--- src/hdl/eco_pkg.sv ---
// Shared codes and types for the easing curve evaluator.
`timescale 1ns / 1ps

package eco_pkg;

   // Default number of fraction bits of the Q1.F progress and result.
   localparam int FRAC_BITS_DEFAULT = 16;

   // Curve selector codes.
   localparam logic [2:0] FUNC_CUBIC_IN     = 3'd0;
   localparam logic [2:0] FUNC_CUBIC_OUT    = 3'd1;
   localparam logic [2:0] FUNC_CUBIC_IN_OUT = 3'd2;
   localparam logic [2:0] FUNC_BOUNCE_OUT   = 3'd3;
   localparam logic [2:0] FUNC_BOUNCE_IN    = 3'd4;

   // Bounce segment, in order of rising progress.
   typedef enum logic [1:0] {
      PIECE_FIRST,
      PIECE_SECOND,
      PIECE_THIRD,
      PIECE_FOURTH
   } piece_type;

   // Control that travels alongside the datapath.
   typedef struct packed {
      logic [2:0] func;
      logic       hi;     // cubic in-out: progress at or above one half
      piece_type  piece;
   } ctl_type;

endpackage

--- src/hdl/easing_curve_evaluator.sv ---
// Top level of the easing curve evaluator: four-stage pipeline.
//
//  channel   dir  payload                        handshake
//  -------   ---  -----------------------------  -----------------------
//  request   in   req_func[2:0], req_t[F:0]      req_valid / req_ready
//  response  out  rsp_eased[F:0]                 rsp_valid / rsp_ready
//
//  One request per clock while no stage is stalled; each request that is taken
//  passes through the four register stages (prepare, square, cube, select).
//  Reset clears only the stage valid bits; the datapath registers keep junk.
//  Each stage holds while the stage after it is full and stalled, and takes
//  new data as soon as it empties, so bubbles close up under back-pressure.
`timescale 1ns / 1ps

module easing_curve_evaluator #(
   parameter int FRAC_BITS = eco_pkg::FRAC_BITS_DEFAULT
) (
   input  logic                 clock,
   input  logic                 reset,
   input  logic                 req_valid,
   output logic                 req_ready,
   input  logic [2:0]           req_func,
   input  logic [FRAC_BITS:0]   req_t,
   output logic                 rsp_valid,
   input  logic                 rsp_ready,
   output logic [FRAC_BITS:0]   rsp_eased
);

   // Stage 1 to stage 2
   logic                        s1_valid, s1_ready;
   logic [FRAC_BITS:0]          s1_x;
   logic [FRAC_BITS+1:0]        s1_d;
   eco_pkg::ctl_type            s1_ctl;

   // Stage 2 to stage 3
   logic                        s2_valid, s2_ready;
   logic [FRAC_BITS:0]          s2_x;
   logic [2*FRAC_BITS+1:0]      s2_xx;
   logic [2*FRAC_BITS+3:0]      s2_sq;
   eco_pkg::ctl_type            s2_ctl;

   // Stage 3 to stage 4
   logic                        s3_valid, s3_ready;
   logic [2*FRAC_BITS+1:0]      s3_p;
   logic [FRAC_BITS:0]          s3_bq;
   eco_pkg::ctl_type            s3_ctl;

   // Saturate t, build the cube operand, classify the bounce segment.
   eco_prep #(.FRAC_BITS(FRAC_BITS)) u_prep (
      .clock     (clock),
      .reset     (reset),
      .in_valid  (req_valid),
      .in_ready  (req_ready),
      .in_func   (req_func),
      .in_t      (req_t),
      .out_valid (s1_valid),
      .out_ready (s1_ready),
      .out_x     (s1_x),
      .out_d     (s1_d),
      .out_ctl   (s1_ctl)
   );

   // Both squares in parallel: x*x for the cube, d*d for the bounce.
   eco_square #(.FRAC_BITS(FRAC_BITS)) u_square (
      .clock     (clock),
      .reset     (reset),
      .in_valid  (s1_valid),
      .in_ready  (s1_ready),
      .in_x      (s1_x),
      .in_d      (s1_d),
      .in_ctl    (s1_ctl),
      .out_valid (s2_valid),
      .out_ready (s2_ready),
      .out_x     (s2_x),
      .out_xx    (s2_xx),
      .out_sq    (s2_sq),
      .out_ctl   (s2_ctl)
   );

   // Round the square and take the third factor; finish the bounce value.
   eco_cube #(.FRAC_BITS(FRAC_BITS)) u_cube (
      .clock     (clock),
      .reset     (reset),
      .in_valid  (s2_valid),
      .in_ready  (s2_ready),
      .in_x      (s2_x),
      .in_xx     (s2_xx),
      .in_sq     (s2_sq),
      .in_ctl    (s2_ctl),
      .out_valid (s3_valid),
      .out_ready (s3_ready),
      .out_p     (s3_p),
      .out_bq    (s3_bq),
      .out_ctl   (s3_ctl)
   );

   // Select the curve and hold the result in the output register.
   eco_final #(.FRAC_BITS(FRAC_BITS)) u_final (
      .clock     (clock),
      .reset     (reset),
      .in_valid  (s3_valid),
      .in_ready  (s3_ready),
      .in_p      (s3_p),
      .in_bq     (s3_bq),
      .in_ctl    (s3_ctl),
      .out_valid (rsp_valid),
      .out_ready (rsp_ready),
      .out_eased (rsp_eased)
   );

endmodule

--- src/hdl/eco_prep.sv ---
// Stage 1: saturate progress, form the cube operand and the bounce distance.
`timescale 1ns / 1ps

module eco_prep #(
   parameter int FRAC_BITS = eco_pkg::FRAC_BITS_DEFAULT
) (
   input  logic                   clock,
   input  logic                   reset,
   input  logic                   in_valid,
   output logic                   in_ready,
   input  logic [2:0]             in_func,
   input  logic [FRAC_BITS:0]     in_t,
   output logic                   out_valid,
   input  logic                   out_ready,
   output logic [FRAC_BITS:0]     out_x,
   output logic [FRAC_BITS+1:0]   out_d,
   output eco_pkg::ctl_type       out_ctl
);

   localparam int W  = FRAC_BITS + 1;
   localparam int TW = FRAC_BITS + 5;
   localparam logic [W-1:0]  ONE   = {1'b1, {FRAC_BITS{1'b0}}};
   localparam logic [TW-1:0] LIM4  = TW'(4) << FRAC_BITS;
   localparam logic [TW-1:0] LIM8  = TW'(8) << FRAC_BITS;
   localparam logic [TW-1:0] LIM10 = TW'(10) << FRAC_BITS;
   localparam logic [TW-1:0] MID1  = TW'(6) << FRAC_BITS;
   localparam logic [TW-1:0] MID2  = TW'(9) << FRAC_BITS;
   localparam logic [TW-1:0] MID3  = TW'(21) << (FRAC_BITS - 1);

   logic                  valid_ff;
   logic [W-1:0]          x_ff, x_in;
   logic [FRAC_BITS+1:0]  d_ff, d_in;
   eco_pkg::ctl_type      ctl_ff, ctl_in;

   logic [W-1:0]          t_sat;
   logic [W-1:0]          t_inv;
   logic [W-1:0]          t_bnc;
   logic [TW-1:0]         t_ext;
   logic [TW-1:0]         t11;
   logic [TW-1:0]         mid;
   logic [TW-1:0]         span;

   always_comb begin
      // Progress above one saturates to one.
      t_sat = (in_t[FRAC_BITS] && (|in_t[FRAC_BITS-1:0])) ? ONE : in_t;
      t_inv = ONE - t_sat;

      ctl_in.func = in_func;
      ctl_in.hi   = t_sat[FRAC_BITS] | t_sat[FRAC_BITS-1];

      case (in_func)
         eco_pkg::FUNC_CUBIC_OUT: begin
            x_in = t_inv;
         end
         eco_pkg::FUNC_CUBIC_IN_OUT: begin
            // Upper half: u = 2 - 2t, which stays within one.
            x_in = ctl_in.hi ? {t_inv[W-2:0], 1'b0} : t_sat;
         end
         default: begin
            x_in = t_sat;
         end
      endcase

      t_bnc = (in_func == eco_pkg::FUNC_BOUNCE_IN) ? t_inv : t_sat;
      t_ext = TW'(t_bnc);
      t11   = (t_ext << 3) + (t_ext << 1) + t_ext;

      if (t11 < LIM4) begin
         ctl_in.piece = eco_pkg::PIECE_FIRST;
         mid          = '0;
      end else if (t11 < LIM8) begin
         ctl_in.piece = eco_pkg::PIECE_SECOND;
         mid          = MID1;
      end else if (t11 < LIM10) begin
         ctl_in.piece = eco_pkg::PIECE_THIRD;
         mid          = MID2;
      end else begin
         ctl_in.piece = eco_pkg::PIECE_FOURTH;
         mid          = MID3;
      end

      span = (t11 >= mid) ? (t11 - mid) : (mid - t11);
      d_in = span[FRAC_BITS+1:0];
   end

   assign in_ready = !valid_ff || out_ready;

   always_ff @(posedge clock) begin
      if (reset) begin
         valid_ff <= 1'b0;
      end else if (in_ready) begin
         valid_ff <= in_valid;
      end
   end

   always_ff @(posedge clock) begin
      if (in_valid && in_ready) begin
         x_ff   <= x_in;
         d_ff   <= d_in;
         ctl_ff <= ctl_in;
      end
   end

   assign out_valid = valid_ff;
   assign out_x     = x_ff;
   assign out_d     = d_ff;
   assign out_ctl   = ctl_ff;

endmodule

--- src/hdl/eco_square.sv ---
// Stage 2: square the cube operand and the bounce distance.
`timescale 1ns / 1ps

module eco_square #(
   parameter int FRAC_BITS = eco_pkg::FRAC_BITS_DEFAULT
) (
   input  logic                       clock,
   input  logic                       reset,
   input  logic                       in_valid,
   output logic                       in_ready,
   input  logic [FRAC_BITS:0]         in_x,
   input  logic [FRAC_BITS+1:0]       in_d,
   input  eco_pkg::ctl_type           in_ctl,
   output logic                       out_valid,
   input  logic                       out_ready,
   output logic [FRAC_BITS:0]         out_x,
   output logic [2*FRAC_BITS+1:0]     out_xx,
   output logic [2*FRAC_BITS+3:0]     out_sq,
   output eco_pkg::ctl_type           out_ctl
);

   logic                       valid_ff;
   logic [FRAC_BITS:0]         x_ff;
   logic [2*FRAC_BITS+1:0]     xx_ff, xx_in;
   logic [2*FRAC_BITS+3:0]     sq_ff, sq_in;
   eco_pkg::ctl_type           ctl_ff;

   assign xx_in = (2*FRAC_BITS+2)'(in_x) * (2*FRAC_BITS+2)'(in_x);
   assign sq_in = (2*FRAC_BITS+4)'(in_d) * (2*FRAC_BITS+4)'(in_d);

   assign in_ready = !valid_ff || out_ready;

   always_ff @(posedge clock) begin
      if (reset) begin
         valid_ff <= 1'b0;
      end else if (in_ready) begin
         valid_ff <= in_valid;
      end
   end

   always_ff @(posedge clock) begin
      if (in_valid && in_ready) begin
         x_ff   <= in_x;
         xx_ff  <= xx_in;
         sq_ff  <= sq_in;
         ctl_ff <= in_ctl;
      end
   end

   assign out_valid = valid_ff;
   assign out_x     = x_ff;
   assign out_xx    = xx_ff;
   assign out_sq    = sq_ff;
   assign out_ctl   = ctl_ff;

endmodule

--- src/hdl/eco_cube.sv ---
// Stage 3: round the square, multiply for the cube, finish the bounce piece.
`timescale 1ns / 1ps

module eco_cube #(
   parameter int FRAC_BITS = eco_pkg::FRAC_BITS_DEFAULT
) (
   input  logic                       clock,
   input  logic                       reset,
   input  logic                       in_valid,
   output logic                       in_ready,
   input  logic [FRAC_BITS:0]         in_x,
   input  logic [2*FRAC_BITS+1:0]     in_xx,
   input  logic [2*FRAC_BITS+3:0]     in_sq,
   input  eco_pkg::ctl_type           in_ctl,
   output logic                       out_valid,
   input  logic                       out_ready,
   output logic [2*FRAC_BITS+1:0]     out_p,
   output logic [FRAC_BITS:0]         out_bq,
   output eco_pkg::ctl_type           out_ctl
);

   localparam int W  = FRAC_BITS + 1;
   localparam int PW = 2 * FRAC_BITS + 2;
   localparam logic [W-1:0]  ONE  = {1'b1, {FRAC_BITS{1'b0}}};
   localparam logic [PW-1:0] RND  = PW'(1) << (FRAC_BITS - 1);

   logic                  valid_ff;
   logic [PW-1:0]         p_ff, p_in;
   logic [W-1:0]          bq_ff, bq_in;
   eco_pkg::ctl_type      ctl_ff;

   logic [PW-1:0]         xx_rnd;
   logic [W-1:0]          sq1;
   logic [FRAC_BITS+1:0]  bsum;
   logic [FRAC_BITS+1:0]  badd;

   always_comb begin
      // Round half up, then the second product of the cube.
      xx_rnd = in_xx + RND;
      sq1    = xx_rnd[FRAC_BITS +: W];
      p_in   = PW'(sq1) * PW'(in_x);

      case (in_ctl.piece)
         eco_pkg::PIECE_SECOND: badd = (FRAC_BITS+2)'(ONE - (ONE >> 2));
         eco_pkg::PIECE_THIRD:  badd = (FRAC_BITS+2)'(ONE - (ONE >> 4));
         eco_pkg::PIECE_FOURTH: badd = (FRAC_BITS+2)'(ONE - (ONE >> 6));
         default:               badd = '0;
      endcase

      bsum  = (FRAC_BITS+2)'(in_sq[FRAC_BITS+4 +: FRAC_BITS])
            + (FRAC_BITS+2)'(in_sq[FRAC_BITS+3]) + badd;
      bq_in = (bsum > (FRAC_BITS+2)'(ONE)) ? ONE : bsum[W-1:0];
   end

   assign in_ready = !valid_ff || out_ready;

   always_ff @(posedge clock) begin
      if (reset) begin
         valid_ff <= 1'b0;
      end else if (in_ready) begin
         valid_ff <= in_valid;
      end
   end

   always_ff @(posedge clock) begin
      if (in_valid && in_ready) begin
         p_ff   <= p_in;
         bq_ff  <= bq_in;
         ctl_ff <= in_ctl;
      end
   end

   assign out_valid = valid_ff;
   assign out_p     = p_ff;
   assign out_bq    = bq_ff;
   assign out_ctl   = ctl_ff;

endmodule

--- src/hdl/eco_final.sv ---
// Stage 4: round the cube, pick the curve result and clamp it.
`timescale 1ns / 1ps

module eco_final #(
   parameter int FRAC_BITS = eco_pkg::FRAC_BITS_DEFAULT
) (
   input  logic                       clock,
   input  logic                       reset,
   input  logic                       in_valid,
   output logic                       in_ready,
   input  logic [2*FRAC_BITS+1:0]     in_p,
   input  logic [FRAC_BITS:0]         in_bq,
   input  eco_pkg::ctl_type           in_ctl,
   output logic                       out_valid,
   input  logic                       out_ready,
   output logic [FRAC_BITS:0]         out_eased
);

   localparam int W  = FRAC_BITS + 1;
   localparam int PW = 2 * FRAC_BITS + 2;
   localparam logic [W-1:0]  ONE = {1'b1, {FRAC_BITS{1'b0}}};
   localparam logic [PW-1:0] RND = PW'(1) << (FRAC_BITS - 1);

   logic             valid_ff;
   logic [W-1:0]     eased_ff, eased_in;

   logic [PW-1:0]    p_rnd;
   logic [W-1:0]     cube;
   logic [W:0]       half_up;
   logic [W+1:0]     res;

   always_comb begin
      p_rnd   = in_p + RND;
      cube    = p_rnd[FRAC_BITS +: W];
      half_up = ({1'b0, cube} + (W+1)'(1)) >> 1;

      case (in_ctl.func)
         eco_pkg::FUNC_CUBIC_IN:  res = (W+2)'(cube);
         eco_pkg::FUNC_CUBIC_OUT: res = (W+2)'(ONE - cube);
         eco_pkg::FUNC_CUBIC_IN_OUT: begin
            if (in_ctl.hi) begin
               res = (W+2)'(ONE - half_up[W-1:0]);
            end else begin
               res = {cube, 2'b00};
            end
         end
         eco_pkg::FUNC_BOUNCE_OUT: res = (W+2)'(in_bq);
         eco_pkg::FUNC_BOUNCE_IN:  res = (W+2)'(ONE - in_bq);
         default:                  res = '0;
      endcase

      eased_in = (res > (W+2)'(ONE)) ? ONE : res[W-1:0];
   end

   assign in_ready = !valid_ff || out_ready;

   always_ff @(posedge clock) begin
      if (reset) begin
         valid_ff <= 1'b0;
      end else if (in_ready) begin
         valid_ff <= in_valid;
      end
   end

   always_ff @(posedge clock) begin
      if (in_valid && in_ready) begin
         eased_ff <= eased_in;
      end
   end

   assign out_valid = valid_ff;
   assign out_eased = eased_ff;

endmodule

--- config.mk ---
export PLATFORM = sky130hd
export DESIGN_NAME = easing_curve_evaluator
export DESIGN_NICKNAME = d
export VERILOG_FILES = /design/src/hdl/eco_pkg.sv /design/src/hdl/easing_curve_evaluator.sv /design/src/hdl/eco_prep.sv /design/src/hdl/eco_square.sv /design/src/hdl/eco_cube.sv /design/src/hdl/eco_final.sv
export SDC_FILE = /design/constraint.sdc
export NUM_CORES = 2
export LEC_CHECK = 0
export BUFFER_PORTS_ARGS = -buffer_cell sky130_fd_sc_hd__buf_4
export CORE_ASPECT_RATIO = 1.2
export CORE_MARGIN = 2
export CORE_UTILIZATION = 61
export DETAILED_ROUTE_END_ITERATION = 6
export GPL_TIMING_DRIVEN = 0
export PLACE_DENSITY = 0.8
export SYNTH_ARGS = -nofsm -noshare
export SYNTH_HDL_FRONTEND = slang
export SYNTH_HIERARCHICAL = 1
export SYNTH_SLANG_ARGS = --single-unit
--- constraint.sdc ---
create_clock -name clock -period 7.4 [get_ports clock]
set_input_delay 0.74 -clock clock [delete_from_list [all_inputs] [get_ports clock]]
set_output_delay 0.74 -clock clock [all_outputs]
set_load 0.05 [all_outputs]
==> summary.txt <==
Synth
  – Mapped cell area: 38600 um^2
  – Syn nets: 5298
  – Yosys warnings: 6
  – Post-Syn Instances: 4253
  – Mean Syn Cell Area: 9.08 um^2

Setup path
  – WP data required: 7.60 ns
  – Critical path class: reg -> reg
  – Capture point of the worst path: u_cube/out_p[23]
  – Reg2reg path depth: 22
  – Reg2reg setup slack: 0.11 ns
  – Critical Path Source: u_square/out_xx[17]
  – CP Capture Type: flip-flop
  – Critical R2R Launch: u_square/out_xx[17]
  – Crit path arrival time: 7.49 ns
  – Startpoint Class: flip-flop
  – Reg2reg end: u_cube/out_p[23]
  – Largest fanout on the critical path: 10

Job
  – Maxcap violations: 0

Routing
  – Post-Route WL: 92500 um
  – DR pass1 iterations: 7
  – DR top layer: met5
  – Vias: 29.7k
  – M1 WL: 36300 um
  – Routed WL per cell: 17.9 um
  – DR vias/cell: 5.75
  – Post-route DRC: 14
  – Met2 wire length: 46400 um
  – Final ANT Viol Nets: 0
  – DR iter-0 viols: 2279
  – WL met3: 5630 um

Hold path
  – Worst min path class: reg -> reg

Finish
  – Area growth syn-to-layout: 7.17%
  – Final nets: 5377
  – Layout cells sized above 1: 7.57%
  – Diodes inserted: 0

Placed design
  – Final Wtd Congestion: 0.958
  – Placed wire-length estimate: 75100 um
  – I/O Buffers: 38

Die
  – Die area: 65300 um^2
  – # IOs: 43
  – Die Y: 280 um
  – Core Region: 62900 um^2
  – Die W: 234 um
  – Initial core utilization: 61.3%
  – FP Rows: 101

STA
  – Slew @ Worst Pin: 0.942 ns
  – Setup TNS: 0 ns
  – Pins Over Slew Limit: 0
  – Final setup fails: 0
  – Fmax achieved: 137 MHz
  – Final hold viol count: 0
  – Worst Skew: 0.0181 ns
  – Tcrit/Tclk final: 98.5%
  – Crit path time final: 7.29 ns
  – Slew HR: 35.6%

CTS
  – CTS tree: yes
  – Num Clock Sinks: 159
  – CTS root buf: clkbuf_16
  – TritonCTS Buffers: 17
  – Clk_lat worst skew: 0.46 ns
  – Clock Path Buffers: 2
  – H-tree depth: 4
  – Worst-path clk slew: 0.07 ns

Global route
  – Vias in the first global route: 31.5k
  – Congestion Overflow GR: 0
  – GRT Total Usage: 29.2%
  – Global-route wire length before repair: 152000 um
  – Largest net degree at the start of global routing: 42
  – Number of antenna violations at the first check in global routing: 2

Status
  – Outcome: complete, but fails checks
  – Failing checks: design-rule violations
## stage by stage
| step | hold WS [ns] | setup slack (ns) | utilization, % | cells | area, um^2 |
|---|---|---|---|---|---|
| after global placement | 0.407 | -1.37 | 63.4 | 5115 | 39900 |
| after global routing | 0.440 | -0.0650 | 65.7 | 5169 | 41400 |
| final | 0.420 | 0.111 | 65.7 | 5169 | 41400 |
| after CTS | 0.421 | 0.0149 | 64.9 | 5154 | 40900 |
| after detailed placement | 0.405 | -1.45 | 63.5 | 5117 | 40000 |
| after floorplan | 0.400 | 0.105 | - | 4253 | 38600 |
## state kept, by name (all words and copies together), names as in the netlist, 17 cells and up
register,cells
u_cube/out_p,18
u_prep/out_d,18
u_square/out_xx,18
u_cube/out_bq,17
u_final/out_eased,17
u_prep/out_x,17
u_square/out_sq,17
u_square/out_x,17
## worst max-delay path: stages (launching register included)
cell and delay (ns):
edfxtp_1 0.43, and4_4 0.26, and3_2 0.28, nand4_1 0.30, xnor2_4 0.39, clkbuf_4 0.33
nand2_1 0.09, fa_1 0.47, fa_1 0.51, inv_1 0.06, fa_1 0.42, fa_1 0.51
fa_1 0.49, inv_1 0.05, fa_1 0.52, inv_1 0.04, ha_1 0.33, and3_1 0.21
o211ai_1 0.34, nand2_1 0.17, a21boi_0 0.48, o21ai_0 0.19, xor2_1 0.17
## layer usage
layer	GRT usage, %	vias to the layer above
li1	-	13639
met1	35.8	14641
met2	50.7	1177
met3	4.36	275
met4	13.7	2
met5	0	-
## cell usage in the layout, fill, tap and decap left out, types with 13 or more instances in the layout
cell       count
nor2_1       133
nor4_1        18
clkbuf_1     102
o21a_1        13
inv_1        920
xor2_1        57
and2_1       254
nand3_1       53
nand2b_1      17
o211ai_1      16
fa_1         642
clkbuf_16     17
edfxtp_1     155
nand2_1      478
nor3_1        42
o21ai_0       94
a31oi_1       18
xnor2_1      142
o31ai_1       14
nor2_4        14
nand4_1       31
ha_1         371
nor2b_1       24
o21bai_1      13
nor2_2        14
a21o_1        56
a21oi_1      150
and3_1        22
buf_4         66
a211oi_1      19
## cell type report
cell class	count	area, um^2
Buffer	143	698
Sequential cell	159	4730
Multi-Input combinational cell	3023	30300
Tap cell	824	1030
Timing Repair Buffer	64	518
Inverter	924	3480
Clock buffer	17	425
Clock inverter	15	150
Fill cell	4939	21600
## timing repair
action,CTS,global route
setup endpoints to repair,28,29
setup buffers,7,17
pin swaps,6,16
resized for setup,53,109
hold buffers,0,0
endpoints found under the hold margin,0,0
## how the worst min path moves through the flow
stage	start	endpoint	slack (ns)	cells past startpoint
after floorplan	u_square/out_ctl[2]	u_cube/out_ctl[2]	0.40	0
after global placement	u_square/out_ctl[5]	u_cube/out_ctl[5]	0.41	0
after detailed placement	u_square/out_ctl[5]	u_cube/out_ctl[5]	0.40	0
after CTS	u_square/out_ctl[5]	u_cube/out_ctl[5]	0.42	0
after global routing	reset	u_final/out_valid	0.44	2
final	u_square/out_ctl[5]	u_cube/out_ctl[5]	0.42	0
Power is left out: the tool's default activity adds up to more than one toggle a clock period on the data nets, which glitch-free logic cannot reach.
